`config.mk`:
```
export PLATFORM = sky130hd
export DESIGN_NAME = calendar_date_counter_top
export DESIGN_NICKNAME = d
export VERILOG_FILES = /design/src/sv/cal_pkg.sv /design/src/sv/calendar_date_counter_top.sv /design/src/sv/cal_dp.sv /design/src/sv/cal_ctrl.sv
export SDC_FILE = /design/constraint.sdc
export NUM_CORES = 2
export LEC_CHECK = 0
export ABC_AREA = 1
export BUFFER_PORTS_ARGS = -buffer_cell sky130_fd_sc_hd__buf_2
export CAP_MARGIN = 25
export CORE_ASPECT_RATIO = 1.2
export CORE_UTILIZATION = 55
export DETAILED_ROUTE_END_ITERATION = 8
export PLACE_DENSITY = 0.72
export SYNTH_ARGS = -nofsm -noshare
export SYNTH_HDL_FRONTEND = slang
export SYNTH_SLANG_ARGS = --single-unit
export TNS_END_PERCENT = 5
```
`constraint.sdc`:
```
create_clock -name clk -period 13.6 [get_ports clk]
set_input_delay 2.72 -clock clk [delete_from_list [all_inputs] [get_ports clk]]
set_output_delay 2.72 -clock clk [all_outputs]
set_load 0.005 [all_outputs]
```
`src/sv/cal_pkg.sv`:
```
// ----------------------------------------------------------------------------
// cal_pkg
// Shared types, command codes and calendar helper functions for the
// Gregorian date counter.
// ----------------------------------------------------------------------------
package cal_pkg;

	// field widths
	localparam int YEAR_W = 14;
	localparam int MONTH_W = 4;
	localparam int DAY_W = 5;
	localparam int COUNT_W = 16;
	localparam int GAP_W = 22;
	localparam int SER_W = 23;

	// command codes
	localparam logic [2:0] CMD_LOAD = 3'd0;
	localparam logic [2:0] CMD_FWD = 3'd1;
	localparam logic [2:0] CMD_BWD = 3'd2;
	localparam logic [2:0] CMD_CMP = 3'd3;
	localparam logic [2:0] CMD_DIFF = 3'd4;

	// order codes
	localparam logic [1:0] ORD_EQUAL = 2'd0;
	localparam logic [1:0] ORD_LATER = 2'd1;
	localparam logic [1:0] ORD_EARLIER = 2'd2;

	// default date fields
	localparam logic [YEAR_W-1:0] RESET_YEAR = 14'd1970;
	localparam logic [MONTH_W-1:0] FIRST_MONTH = 4'd1;
	localparam logic [MONTH_W-1:0] LAST_MONTH = 4'd12;
	localparam logic [DAY_W-1:0] FIRST_DAY = 5'd1;
	localparam logic [DAY_W-1:0] LAST_DAY = 5'd31;
	localparam logic [GAP_W-1:0] GAP_MAX = 22'h3FFFFF;

	// request word
	typedef struct packed {
		logic [2:0]         cmd;
		logic [YEAR_W-1:0]  year_in;
		logic [MONTH_W-1:0] month_in;
		logic [DAY_W-1:0]   day_in;
		logic [COUNT_W-1:0] step_count;
	} cal_req_t;

	// result word
	typedef struct packed {
		logic [YEAR_W-1:0]  year_out;
		logic [MONTH_W-1:0] month_out;
		logic [DAY_W-1:0]   day_out;
		logic [1:0]         order;
		logic [GAP_W-1:0]   day_gap;
		logic               fixed_flag;
	} cal_rsp_t;

	// controller to datapath commands
	typedef struct packed {
		logic capture;
		logic validate;
		logic load;
		logic step;
		logic cmp;
		logic ser1;
		logic ser2;
		logic ser_other;
		logic gap;
	} cal_ctl_t;

	// datapath to controller status
	typedef struct packed {
		logic [2:0] cmd;
		logic       step_end;
	} cal_sts_t;

	// leap test: y/100 by reciprocal multiply, then times 100 by shift-add
	function automatic logic is_leap(input logic [YEAR_W-1:0] y);
		logic [26:0] prod;
		logic [7:0] q;
		logic [YEAR_W-1:0] hund;
		prod = 27'(y) * 27'd5243;
		q = prod[26:19];
		hund = 14'({q, 6'b0}) + 14'({q, 5'b0}) + 14'({q, 2'b0});
		return (y[1:0] == 2'b00) && ((y != hund) || (q[1:0] == 2'b00));
	endfunction

	// days in month m
	function automatic logic [DAY_W-1:0] month_len(input logic leap,
			input logic [MONTH_W-1:0] m);
		logic [DAY_W-1:0] len;
		case (m) inside
			4'd4, 4'd6, 4'd9, 4'd11: len = 5'd30;
			4'd2: len = leap ? 5'd29 : 5'd28;
			default: len = 5'd31;
		endcase
		return len;
	endfunction

	// days before month m in a common year
	function automatic logic [8:0] cum_days(input logic [MONTH_W-1:0] m);
		logic [8:0] d;
		case (m)
			4'd2: d = 9'd31;
			4'd3: d = 9'd59;
			4'd4: d = 9'd90;
			4'd5: d = 9'd120;
			4'd6: d = 9'd151;
			4'd7: d = 9'd181;
			4'd8: d = 9'd212;
			4'd9: d = 9'd243;
			4'd10: d = 9'd273;
			4'd11: d = 9'd304;
			4'd12: d = 9'd334;
			default: d = 9'd0;
		endcase
		return d;
	endfunction

endpackage

```
`src/sv/calendar_date_counter_top.sv`:
```
// ----------------------------------------------------------------------------
// calendar_date_counter_top
// Gregorian date register with load, day stepping, compare and day
// difference commands, one result word per request word.
// ----------------------------------------------------------------------------
//  port     dir  width  handshake
//  request  in   42     taken at a rising edge with start high and busy low
//  result   out  48     valid for the single cycle that done is high
//
//  each command runs its own state sequence; step forward or backward runs
//  the stepper that moves one day per cycle until the count is used up or
//  a date limit is reached.
//  a new word can be taken in the cycle that done is high.
//  reset sets the stored date to 1970-01-01 and leaves the block idle.
//  the receiver cannot stall; the result word is shown once.
// ----------------------------------------------------------------------------
module calendar_date_counter_top import cal_pkg::*; #(
	parameter int MAX_YEAR = 9999
) (
	input  logic     clk,
	input  logic     arst_n,
	input  logic     start,
	input  cal_req_t request,
	output logic     busy,
	output logic     done,
	output cal_rsp_t result
);

	cal_ctl_t ctl;
	cal_sts_t sts;

	// sequencer
	cal_ctrl u_ctrl (
		.clk    (clk),
		.arst_n (arst_n),
		.start  (start),
		.sts    (sts),
		.ctl    (ctl),
		.busy   (busy),
		.done   (done)
	);

	// date datapath
	cal_dp #(
		.MAX_YEAR (MAX_YEAR)
	) u_dp (
		.clk     (clk),
		.arst_n  (arst_n),
		.request (request),
		.ctl     (ctl),
		.sts     (sts),
		.result  (result)
	);

endmodule

```
`src/sv/cal_dp.sv`:
```
// ----------------------------------------------------------------------------
// cal_dp
// Date datapath: stored date, input validation, one-day stepper, day serial
// unit shared by both dates, and the compare / gap logic.
// ----------------------------------------------------------------------------
module cal_dp import cal_pkg::*; #(
	parameter int MAX_YEAR = 9999
) (
	input  logic     clk,
	input  logic     arst_n,
	input  cal_req_t request,
	input  cal_ctl_t ctl,
	output cal_sts_t sts,
	output cal_rsp_t result
);

	localparam logic [YEAR_W-1:0] MaxYear = YEAR_W'(MAX_YEAR);

	cal_req_t req_q;
	logic [COUNT_W-1:0] cnt_q;
	logic [YEAR_W-1:0] cur_year_q, o_year_q;
	logic [MONTH_W-1:0] cur_month_q, o_month_q;
	logic [DAY_W-1:0] cur_day_q, o_day_q;
	logic [1:0] order_q;
	logic [GAP_W-1:0] gap_q;
	logic flag_q;
	logic [SER_W-1:0] p365_q, sa_q, sb_q;
	logic [12:0] q4_q;
	logic [7:0] q100_q;
	logic [5:0] q400_q;
	logic [8:0] doy_q;

	// validation of the given date
	logic y_ok, m_ok, d_ok, v_fix;
	logic [YEAR_W-1:0] v_year;
	logic [MONTH_W-1:0] v_month;
	logic [DAY_W-1:0] v_len, v_day;

	always_comb begin
		y_ok = (req_q.year_in != '0) && (req_q.year_in <= MaxYear);
		v_year = y_ok ? req_q.year_in : RESET_YEAR;
		m_ok = (req_q.month_in != '0) && (req_q.month_in <= LAST_MONTH);
		v_month = m_ok ? req_q.month_in : FIRST_MONTH;
		v_len = month_len(is_leap(v_year), v_month);
		d_ok = (req_q.day_in != '0) && (req_q.day_in <= v_len);
		v_day = d_ok ? req_q.day_in : FIRST_DAY;
		v_fix = !(y_ok && m_ok && d_ok);
	end

	// one-day stepper
	logic cur_leap, fwd, at_max, at_min, at_lim;
	logic [DAY_W-1:0] cur_len, prev_len;
	logic [MONTH_W-1:0] prev_month;

	always_comb begin
		cur_leap = is_leap(cur_year_q);
		cur_len = month_len(cur_leap, cur_month_q);
		prev_month = cur_month_q - 4'd1;
		prev_len = month_len(cur_leap, prev_month);
		fwd = (req_q.cmd == CMD_FWD);
		at_max = (cur_year_q == MaxYear) && (cur_month_q == LAST_MONTH)
			&& (cur_day_q == LAST_DAY);
		at_min = (cur_year_q == 14'd1) && (cur_month_q == FIRST_MONTH)
			&& (cur_day_q == FIRST_DAY);
		at_lim = fwd ? at_max : at_min;
	end

	// serial stage one: products and quotients of the selected date
	logic [YEAR_W-1:0] s_year;
	logic [MONTH_W-1:0] s_month;
	logic [DAY_W-1:0] s_day;
	logic [14:0] a3, a99, a399;
	logic [26:0] pr100, pr400;
	logic [SER_W-1:0] p365, ser_sum, diff;
	logic [8:0] doy;

	always_comb begin
		s_year = ctl.ser_other ? o_year_q : cur_year_q;
		s_month = ctl.ser_other ? o_month_q : cur_month_q;
		s_day = ctl.ser_other ? o_day_q : cur_day_q;
		a3 = 15'(s_year) + 15'd3;
		a99 = 15'(s_year) + 15'd99;
		a399 = 15'(s_year) + 15'd399;
		pr100 = 27'(a99) * 27'd5243;
		pr400 = 27'(a399) * 27'd5243;
		p365 = SER_W'(s_year) * SER_W'(365);
		doy = cum_days(s_month) + 9'(s_day)
			+ 9'((is_leap(s_year) && (s_month > 4'd2)) ? 1 : 0);
		// serial stage two: sum of the registered terms
		ser_sum = p365_q + SER_W'(q4_q) - SER_W'(q100_q) + SER_W'(q400_q)
			+ SER_W'(doy_q);
		diff = (sa_q > sb_q) ? (sa_q - sb_q) : (sb_q - sa_q);
	end

	// stored date and command results
	always_ff @(posedge clk or negedge arst_n) begin
		if (!arst_n) begin
			cur_year_q <= RESET_YEAR;
			cur_month_q <= FIRST_MONTH;
			cur_day_q <= FIRST_DAY;
			order_q <= ORD_EQUAL;
			gap_q <= '0;
			flag_q <= 1'b0;
		end else begin
			if (ctl.capture) begin
				order_q <= ORD_EQUAL;
				gap_q <= '0;
				flag_q <= 1'b0;
			end
			if (ctl.validate) begin
				flag_q <= v_fix;
				if (ctl.load) begin
					cur_year_q <= v_year;
					cur_month_q <= v_month;
					cur_day_q <= v_day;
				end
			end
			if (ctl.step && (cnt_q != '0)) begin
				if (at_lim) begin
					flag_q <= 1'b1;
				end else if (fwd) begin
					if (cur_day_q < cur_len) begin
						cur_day_q <= cur_day_q + 5'd1;
					end else begin
						cur_day_q <= FIRST_DAY;
						if (cur_month_q == LAST_MONTH) begin
							cur_month_q <= FIRST_MONTH;
							cur_year_q <= cur_year_q + 14'd1;
						end else begin
							cur_month_q <= cur_month_q + 4'd1;
						end
					end
				end else begin
					if (cur_day_q > FIRST_DAY) begin
						cur_day_q <= cur_day_q - 5'd1;
					end else if (cur_month_q == FIRST_MONTH) begin
						cur_month_q <= LAST_MONTH;
						cur_day_q <= LAST_DAY;
						cur_year_q <= cur_year_q - 14'd1;
					end else begin
						cur_month_q <= prev_month;
						cur_day_q <= prev_len;
					end
				end
			end
			if (ctl.cmp) begin
				if ({cur_year_q, cur_month_q, cur_day_q} > {o_year_q, o_month_q, o_day_q})
				begin
					order_q <= ORD_LATER;
				end else if ({cur_year_q, cur_month_q, cur_day_q}
						< {o_year_q, o_month_q, o_day_q}) begin
					order_q <= ORD_EARLIER;
				end else begin
					order_q <= ORD_EQUAL;
				end
			end
			if (ctl.gap) begin
				gap_q <= (diff > SER_W'(GAP_MAX)) ? GAP_MAX : diff[GAP_W-1:0];
			end
		end
	end

	// request word, step counter, validated date and serial terms
	always_ff @(posedge clk) begin
		if (ctl.capture) begin
			req_q <= request;
			cnt_q <= request.step_count;
		end
		if (ctl.validate) begin
			o_year_q <= v_year;
			o_month_q <= v_month;
			o_day_q <= v_day;
		end
		if (ctl.step && (cnt_q != '0) && !at_lim) begin
			cnt_q <= cnt_q - 16'd1;
		end
		if (ctl.ser1) begin
			p365_q <= p365;
			q4_q <= a3[14:2];
			q100_q <= pr100[26:19];
			q400_q <= pr400[26:21];
			doy_q <= doy;
		end
		if (ctl.ser2) begin
			if (ctl.ser_other) begin
				sb_q <= ser_sum;
			end else begin
				sa_q <= ser_sum;
			end
		end
	end

	assign sts.cmd = req_q.cmd;
	assign sts.step_end = (cnt_q == '0) || at_lim;

	assign result.year_out = cur_year_q;
	assign result.month_out = cur_month_q;
	assign result.day_out = cur_day_q;
	assign result.order = order_q;
	assign result.day_gap = gap_q;
	assign result.fixed_flag = flag_q;

`ifndef ASSERT_OFF
	// stored date is always a real date within range
	a_date_valid: assert property (@(posedge clk) disable iff (!arst_n)
		(cur_year_q != '0) && (cur_year_q <= MaxYear) && (cur_month_q != '0)
		&& (cur_month_q <= LAST_MONTH) && (cur_day_q != '0)
		&& (cur_day_q <= month_len(is_leap(cur_year_q), cur_month_q)))
		else $error("stored date out of range");

	// each stepping cycle that moves the date uses up one day of the count
	a_step_count: assert property (@(posedge clk) disable iff (!arst_n)
		ctl.step && !sts.step_end |=> cnt_q == $past(cnt_q) - 16'd1)
		else $error("step counter did not advance");

	// order code is never the unused value
	a_order_code: assert property (@(posedge clk) disable iff (!arst_n)
		order_q != 2'd3)
		else $error("bad order code");
`endif

endmodule

```
`src/sv/cal_ctrl.sv`:
```
// ----------------------------------------------------------------------------
// cal_ctrl
// Command sequencer: takes a request word, dispatches on its command and
// walks the datapath through validation, stepping, compare or the serial passes.
// ----------------------------------------------------------------------------
module cal_ctrl import cal_pkg::*; (
	input  logic     clk,
	input  logic     arst_n,
	input  logic     start,
	input  cal_sts_t sts,
	output cal_ctl_t ctl,
	output logic     busy,
	output logic     done
);

	typedef enum logic [3:0] {
		S_IDLE,
		S_DISP,
		S_VAL,
		S_STEP,
		S_CMP,
		S_SA1,
		S_SA2,
		S_SB1,
		S_SB2,
		S_GAP
	} state_t;

	state_t state_q;
	logic busy_q, done_q;

	// state, busy and done
	always_ff @(posedge clk or negedge arst_n) begin
		if (!arst_n) begin
			state_q <= S_IDLE;
			busy_q <= 1'b0;
			done_q <= 1'b0;
		end else begin
			done_q <= 1'b0;
			unique case (state_q) inside
				S_IDLE: begin
					if (start) begin
						state_q <= S_DISP;
						busy_q <= 1'b1;
					end
				end
				S_DISP: begin
					unique case (sts.cmd) inside
						CMD_LOAD, CMD_CMP, CMD_DIFF: state_q <= S_VAL;
						CMD_FWD, CMD_BWD: state_q <= S_STEP;
						default: begin
							state_q <= S_IDLE;
							busy_q <= 1'b0;
							done_q <= 1'b1;
						end
					endcase
				end
				S_VAL: begin
					unique case (sts.cmd) inside
						CMD_CMP: state_q <= S_CMP;
						CMD_DIFF: state_q <= S_SA1;
						default: begin
							state_q <= S_IDLE;
							busy_q <= 1'b0;
							done_q <= 1'b1;
						end
					endcase
				end
				S_STEP: begin
					if (sts.step_end) begin
						state_q <= S_IDLE;
						busy_q <= 1'b0;
						done_q <= 1'b1;
					end
				end
				S_SA1: state_q <= S_SA2;
				S_SA2: state_q <= S_SB1;
				S_SB1: state_q <= S_SB2;
				S_SB2: state_q <= S_GAP;
				S_CMP, S_GAP: begin
					state_q <= S_IDLE;
					busy_q <= 1'b0;
					done_q <= 1'b1;
				end
				default: begin
					state_q <= S_IDLE;
					busy_q <= 1'b0;
				end
			endcase
		end
	end

	// datapath commands decoded from state
	always_comb begin
		ctl = '0;
		ctl.capture = (state_q == S_IDLE) && start;
		ctl.validate = (state_q == S_VAL);
		ctl.load = (state_q == S_VAL) && (sts.cmd == CMD_LOAD);
		ctl.step = (state_q == S_STEP);
		ctl.cmp = (state_q == S_CMP);
		ctl.ser1 = (state_q == S_SA1) || (state_q == S_SB1);
		ctl.ser2 = (state_q == S_SA2) || (state_q == S_SB2);
		ctl.ser_other = (state_q == S_SB1) || (state_q == S_SB2);
		ctl.gap = (state_q == S_GAP);
	end

	assign busy = busy_q;
	assign done = done_q;

`ifndef ASSERT_OFF
	// a word is never reported while the block is still working
	a_done_idle: assert property (@(posedge clk) disable iff (!arst_n)
		done_q |-> !busy_q)
		else $error("done while busy");

	// an accepted word always starts work on the next cycle
	a_accept_busy: assert property (@(posedge clk) disable iff (!arst_n)
		start && !busy_q |=> busy_q)
		else $error("accepted word not started");

	// busy tracks the state register
	a_busy_state: assert property (@(posedge clk) disable iff (!arst_n)
		busy_q == (state_q != S_IDLE))
		else $error("busy out of step with state");
`endif

endmodule
```
# Yosys cells after proc, flatten, opt, wreduce, memory -nomap -nowiden
# Memories as Yosys holds them, arrays and structs flattened.
# Cells that the tools add are included.
totals:
  reg_bits: 224
  romBits: 144
  inputBits: 45
  output_inout_bits: 50
  wordCells: 233
  mem_count: 1
op_classes:
  addsub: 24
  multipliers: 6
  order_cmp: 10
  eq_ne: 41
  mux: 70
  bitwise_logic: 2
  n_reduce_logical: 55
memory_table:
  columns: ["name", "words", "width", "rd", "rd_ports_with_merged_regs", "wr", "line_no", "text"]
  rows:
  - ["(no name shown)", 16, 9, 1, 0, 0, "cal_pkg.sv:100", "case (m)"]
op_table:
  columns: ["cell", "count"]
  rows:
  - ["14-bit 2-to-1 mux", 11]
  - ["14-bit by 13-bit multiplier with 27-bit output (second input constant)", 3]
  - ["5-bit 2-to-1 mux", 16]
  - ["22-bit 2-to-1 mux", 3]
  - ["15-bit by 13-bit multiplier with 27-bit output (second input constant)", 2]
  - ["4-bit 2-to-1 mux", 13]
  - ["23-bit > comparator", 2]
  - ["23-bit subtractor", 2]
  - ["14-bit by 10-bit adder with 14-bit output", 3]
  - ["14-bit by 13-bit adder with 14-bit output", 3]
  - ["14-bit != test", 3]
  - ["4-bit by 3-bit equality test with 1-bit output (second input constant)", 10]
  - ["4-bit equality test (second input constant)", 9]
  - ["16-bit 2-to-1 mux", 2]
  - ["4-bit one-hot mux with 8 select lines", 1]
  - ["23-bit by 13-bit adder with 23-bit output", 1]
  - ["23-bit by 6-bit adder with 23-bit output", 1]
  - ["23-bit by 9-bit adder with 23-bit output", 1]
  - ["23-bit by 22-bit > comparator with 1-bit output (second input constant)", 1]
  - ["23-bit < comparator", 1]
  - ["14-bit by 9-bit multiplier with 23-bit output (second input constant)", 1]
  - ["23-bit 2-to-1 mux", 1]
  - ["23-bit by 8-bit subtractor with 23-bit output", 1]
  - ["4-bit by 2-bit equality test with 1-bit output (second input constant)", 5]
  - ["other kinds (52)", 112]

# Logic depth before layout (Yosys ltp)
depth:
  ltp_word: 19
  depth_mapped: 56

# Hierarchy
# Synthesis repeated with hierarchy kept, for this count alone.
hier_totals:
  cells_unflattened: 4319
  hier_area_um2: 37608.6
modules_own_cells:
  columns: ["mod", "instances", "cells_per_inst", "area_each_um2", "seq_area_each_um2"]
  rows:
  - ["cal_dp", 1, 4247, 37125.6, 6317.3]
  - ["cal_ctrl", 1, 72, 483.0, 150.1]

# Worst setup path before layout
# No wires, ideal clock.
synth_timing:
  path_kind: "register to register"
  from: "reg u_ctrl.state_q[2]"
  to: "reg u_dp.doy_q[8] (data pin)"
  arrival_time_ns: 9.368
  t_required_ns: 13.341
  path_slack_ns: 3.972
  path_stages_with_launch: 49
  path_buffers: 2
  cell_sequence: "dfrtp_1 inv_1 nor2_1 inv_1 o22ai_4 buf_6 buf_6 o21ai_0 inv_1 ha_1 inv_1 fa_1 fa_1 inv_1 fa_1 fa_1 ha_1 nand2_1 [... 13 more ...] and2_1 xor2_1 xor2_2 nand3_1 nor4_1 o21ai_1 nor2_1 nand4_1 o21ai_1 fa_1 inv_1 fa_1 nand3_1 a21oi_1 o21bai_1 nor2_1 nand2_1 xnor2_1"
synth_via:
  elab_chain_cells: 12
synth_lines:
  columns: ["item", "line_no", "text"]
  rows:
  - ["start, declared", "cal_ctrl.sv:29", "state_t state_q;"]
  - ["start signal, assigned", "cal_ctrl.sv:35", "state_q <= S_IDLE;"]
  - ["start signal, assigned", "cal_ctrl.sv:43", "state_q <= S_DISP;"]
  - ["start signal, assigned", "cal_ctrl.sv:49", "CMD_LOAD, CMD_CMP, CMD_DIFF: state_q <= S_VAL;"]
  - ["4-bit by 3-bit equality test with 1-bit output / 4-bit equality test (equally long branches)", "cal_ctrl.sv:103", "ctl.ser_other = (state_q == S_SB1) || (state_q == S_SB2);"]
  - ["1-bit logical OR *", "cal_ctrl.sv:103", null]
  - ["14-bit 2-to-1 mux", "cal_dp.sv:78", "s_year = ctl.ser_other ? o_year_q : cur_year_q;"]
  - ["14-bit by 13-bit multiplier with 27-bit output", "cal_pkg.sv:79", "prod = 27'(y) * 27'd5243;"]
  - ["14-bit by 13-bit adder with 14-bit output", "cal_pkg.sv:81", "hund = 14'({q, 6'b0}) + 14'({q, 5'b0}) + 14'({q, 2'b0});"]
  - ["14-bit by 10-bit adder with 14-bit output", "cal_pkg.sv:81", null]
  - ["14-bit != test", "cal_pkg.sv:82", "return (y[1:0] == 2'b00) && ((y != hund) || (q[1:0] == 2'b00));"]
  - ["1-bit logical OR", "cal_pkg.sv:82", null]
  - ["1-bit logical AND", "cal_pkg.sv:82", null]
  - ["1-bit logical AND", "cal_dp.sv:88", "+ 9'((is_leap(s_year) && (s_month > 4'd2)) ? 1 : 0);"]
  - ["1-bit 2-to-1 mux", "cal_dp.sv:88", null]
  - ["9-bit adder *", "cal_dp.sv:88", null]
  - ["via u_dp.doy[8]", "cal_dp.sv:75", "logic [8:0] doy;"]
  - ["end signal, assigned", "cal_dp.sv:182", "doy_q <= doy;"]
  - ["end, declared", "cal_dp.sv:31", "logic [8:0] doy_q;"]
# Mark *: on every way through the listed nets, which the timed path passes. The rest lies on a longest branch.
# A chain may end at the register's enable or synchronous reset.

# Worst setup path after layout
# Same ends and word-level chain as after synthesis.

==> results.md <==
* Core area at 67270 um^2
* Avg Cell Area, Syn at 8.728 um^2
* Top cell type by total area after synthesis: ha_1
* Iter 0 DRT Violations at roughly 1700
* CTS clk-pin slew, worst paths at roughly 0.070 ns
* Flops & latches, synth at between 200 and 250
* Max_cap viols at 0
* Crit path required time at 13.90 ns
* Via density at ~5.4
* Die Wd at 240.7 um
* WS Path Type: reg2reg
* Via count at around 29000
* Cells after Synth at between 4000 and 5000
* Clock buffer depth at 3
* Largest net degree at the start of global routing at 61
* Final Hold Viols at 0
* DR WL/cell at 17.22 um
* # resized after CTS at 0
* Fraction of synthesis flops using an asynchronous set or reset pin at between 20 and 25%
* Final setup violation count at 0
* Critical path's largest stage delay at 0.64 ns
* CP Launch Type: register
* Vias in the first global route at 29480
* PortBufs at between 90 and 100
* CTS tree: yes
* Least-Margin Pin Slew at 1.023 ns
* Max Slew Vio Count at 0
* Post-synth EDFFs at 170
* RSZ-0062 raised after global routing: no
* Number of antenna violations at the first check in global routing at 0
* RD Place Congestion at around 0.97
* Yosys top cell area share at between 20% and 30%
* Clock root cell: clkbuf_16
* Final min period at ~11 ns
* Top FF cell, synth: edfxtp_1
* Critical Path AT at about 12 ns
* Top post-synthesis cells by area: ha_1 25%, fa_1 21%, edfxtp_1 14%, inv_1 10%, nand2_1 5.5%
* Die height at ~290 um
* Relative slew slack at 31.34%
* CP Capture Type: register
* Overflow left after global routing at 0
* Pre-antenna DRT Iters at 6
* # rows at 104
* Skew final at ~0.015 ns
* Detailed-placement wirelength estimate at roughly 77000 um
* Setup TNS at 0 ns
* Seq/Total Area, Yosys at 17.21%
* Syn_nets at 5500
* Clock sinks at 224
* Layout cells sized above 1 at roughly 5%
* Gr usage total at a little over a quarter
* Hold Path Class: reg2reg
* Diode count at 0
* Post-synth cell types at between 60 and 70
* Number of synthesis warnings at 0
* Post-CTS Setup Inserts at 0
* Crit-path slowest cell: o22ai_4
* H-Tree Depth at 1
* Status: finished clean
* Worst Path Max Fanout at 25
* Total CTS buffers at 24
* Total I/O pin count at between 90 and 100
* Final period util at 84.06%
* Full die area at between 60000 and 70000 um^2
* Starting Density at 55.88%
* Clock latency at the later pin of the worst-skew pair at between 0.5 and 0.6 ns
* DRC errors left at 0
* CTS Hold Bufs at 0
* First-pass GRT wire length at 151100 um
* Area grow syn2layout at 6.650%
* Routed Antenna Nets at 0
* # nets final at around 5600
* F_max at 87.47 MHz
* Synth Cell Area at 37590 um^2
* DRT Wirelength at 91740 um
## stage by stage
step	worst slack [ns]	instance area (um^2)	hold slack (ns)	utilization (%)	cells
6_report	2.167	40090	0.4696	59.59	5327
5_1_grt	1.409	40090	0.4922	59.59	5327
4_1_cts	2.227	40080	0.4729	59.58	5326
3_5_place_dp	2.246	39200	0.4602	58.27	5282
3_3_place_gp	2.491	39180	0.4547	58.24	5280
2_1_floorplan	3.972	37590	0.4724	-	4307
## metal layers
metal	up-vias	global-route usage, %	share of wire (%)
li1	14020	-	-
met1	13740	36.63	44
met2	791	47.07	48
met3	162	2.342	5.4
met4	0	8.742	3.3
met5	-	0	0
## cell type report
cell class | count | area, um^2
Sequential cell | 224 | 6467
Clock inverter | 12 | 178.9
Inverter | 1047 | 3930
Tap cell | 901 | 1127
Fill cell | 5930 | 27180
Multi-Input combinational cell | 2988 | 26990
Timing Repair Buffer | 123 | 695.7
Clock buffer | 32 | 703.2
## layout by cell type (no fill, tap or decap), types with 8 or more instances in the layout
cell / Yosys / layout
xor2_1: 118 / 118
inv_2: 9 / 9
o21a_1: 16 / 16
buf_4: 5 / 27
or2_2: 8 / 8
o21ai_0: 193 / 192
xnor2_1: 69 / 69
ha_1: 752 / 752
edfxtp_1: 170 / 170
o21ai_1: 17 / 17
o31ai_1: 9 / 9
a31oi_1: 14 / 14
dfrtp_1: 45 / 45
nand3_1: 134 / 134
a21oi_1: 291 / 291
a21o_1: 26 / 26
o21ai_2: 7 / 8
nand4_1: 36 / 36
buf_2: 15 / 94
clkbuf_16: 0 / 26
nor4_1: 13 / 12
nor3_1: 29 / 27
inv_1: 1036 / 1036
dfstp_2: 9 / 9
o21bai_1: 20 / 20
nand2_1: 553 / 553
a22o_1: 9 / 9
nor2_1: 190 / 188
o211ai_1: 11 / 11
fa_1: 396 / 396
a211oi_1: 12 / 12
## final timing paths
path,start,end,slack [ns],cells past startpoint
max,u_ctrl.state_q[2]$_DFFE_PN0P_,u_dp.doy_q[8]$_DFFE_PP_,2.17,45
max in group asynchronous,arst_n,u_dp.gap_q[3]$_DFFE_PN0P_,10.79,2
min in group asynchronous,arst_n,u_dp.cur_year_q[12]$_DFF_PN0_,2.30,2
min,u_dp.gap_q[13]$_DFFE_PN0P_,u_dp.gap_q[13]$_DFFE_PN0P_,0.47,1
max reg2reg,u_ctrl.state_q[2]$_DFFE_PN0P_,u_dp.doy_q[8]$_DFFE_PP_,2.17,45
min reg2reg,u_dp.gap_q[13]$_DFFE_PN0P_,u_dp.gap_q[13]$_DFFE_PN0P_,0.47,1
## kinds of logic (layout without fill, tap and decap cells)
family	count (synthesis)	count (layout)	share of synthesized area, %
AND/OR/NAND/NOR	986	986	11.00
adder cells (fa/ha/maj)	1148	1148	46.12
flip-flops	224	224	17.21
AO/OA/AOI/OAI	663	663	10.05
multiplexers	1	1	0.02663
buffers and inverters	1095	1214	11.11
XOR/XNOR	190	190	4.487
## state kept, by name, indices dropped and copies added (netlist names), 5 cells and up
name / count
u_dp.q400_q: 6
u_dp.sa_q: 23
u_dp.gap_q: 22
u_dp.o_year_q: 14
u_dp.cur_year_q: 14
u_dp.p365_q: 23
u_dp.doy_q: 9
u_dp.cur_day_q: 5
u_dp.o_day_q: 5
u_dp.q100_q: 8
u_dp.req_q: 23
u_dp.sb_q: 23
u_dp.cnt_q: 16
u_dp.q4_q: 13
## cell usage after synthesis (all sizes together) (5+ instances only)
| cell type | number |
|---|---|
| inv | 1045 |
| ha | 752 |
| nand2 | 557 |
| fa | 396 |
| a21oi | 294 |
| o21ai | 218 |
| nor2 | 194 |
| edfxtp | 170 |
| nand3 | 134 |
| xor2 | 121 |
| xnor2 | 69 |
| dfrtp | 45 |
| nand4 | 36 |
| nor3 | 32 |
| a21o | 26 |
| buf | 25 |
| clkbuf | 23 |
| o21bai | 20 |
| o21a | 16 |
| a31oi | 14 |
| nor4 | 13 |
| a211oi | 12 |
| o211ai | 11 |
| a22o | 9 |
| dfstp | 9 |
| o31ai | 9 |
| or2 | 9 |
| a221oi | 6 |
| nand3b | 6 |
| a21boi | 5 |
| o2111ai | 5 |
| o22ai | 5 |
## worst max-delay path, delay by kind of cell, from the launching register on
family	cells	cell delay, ns
fa+ha+maj	11	4.78
compound gates	8	2.43
flops	1	0.39
simple gates	14	1.73
buf+inv	8	1.20
xor+xnor	4	0.62
Power is not shown: default switching activity piles up to over one toggle a cycle in this logic, so the estimate is an artifact.
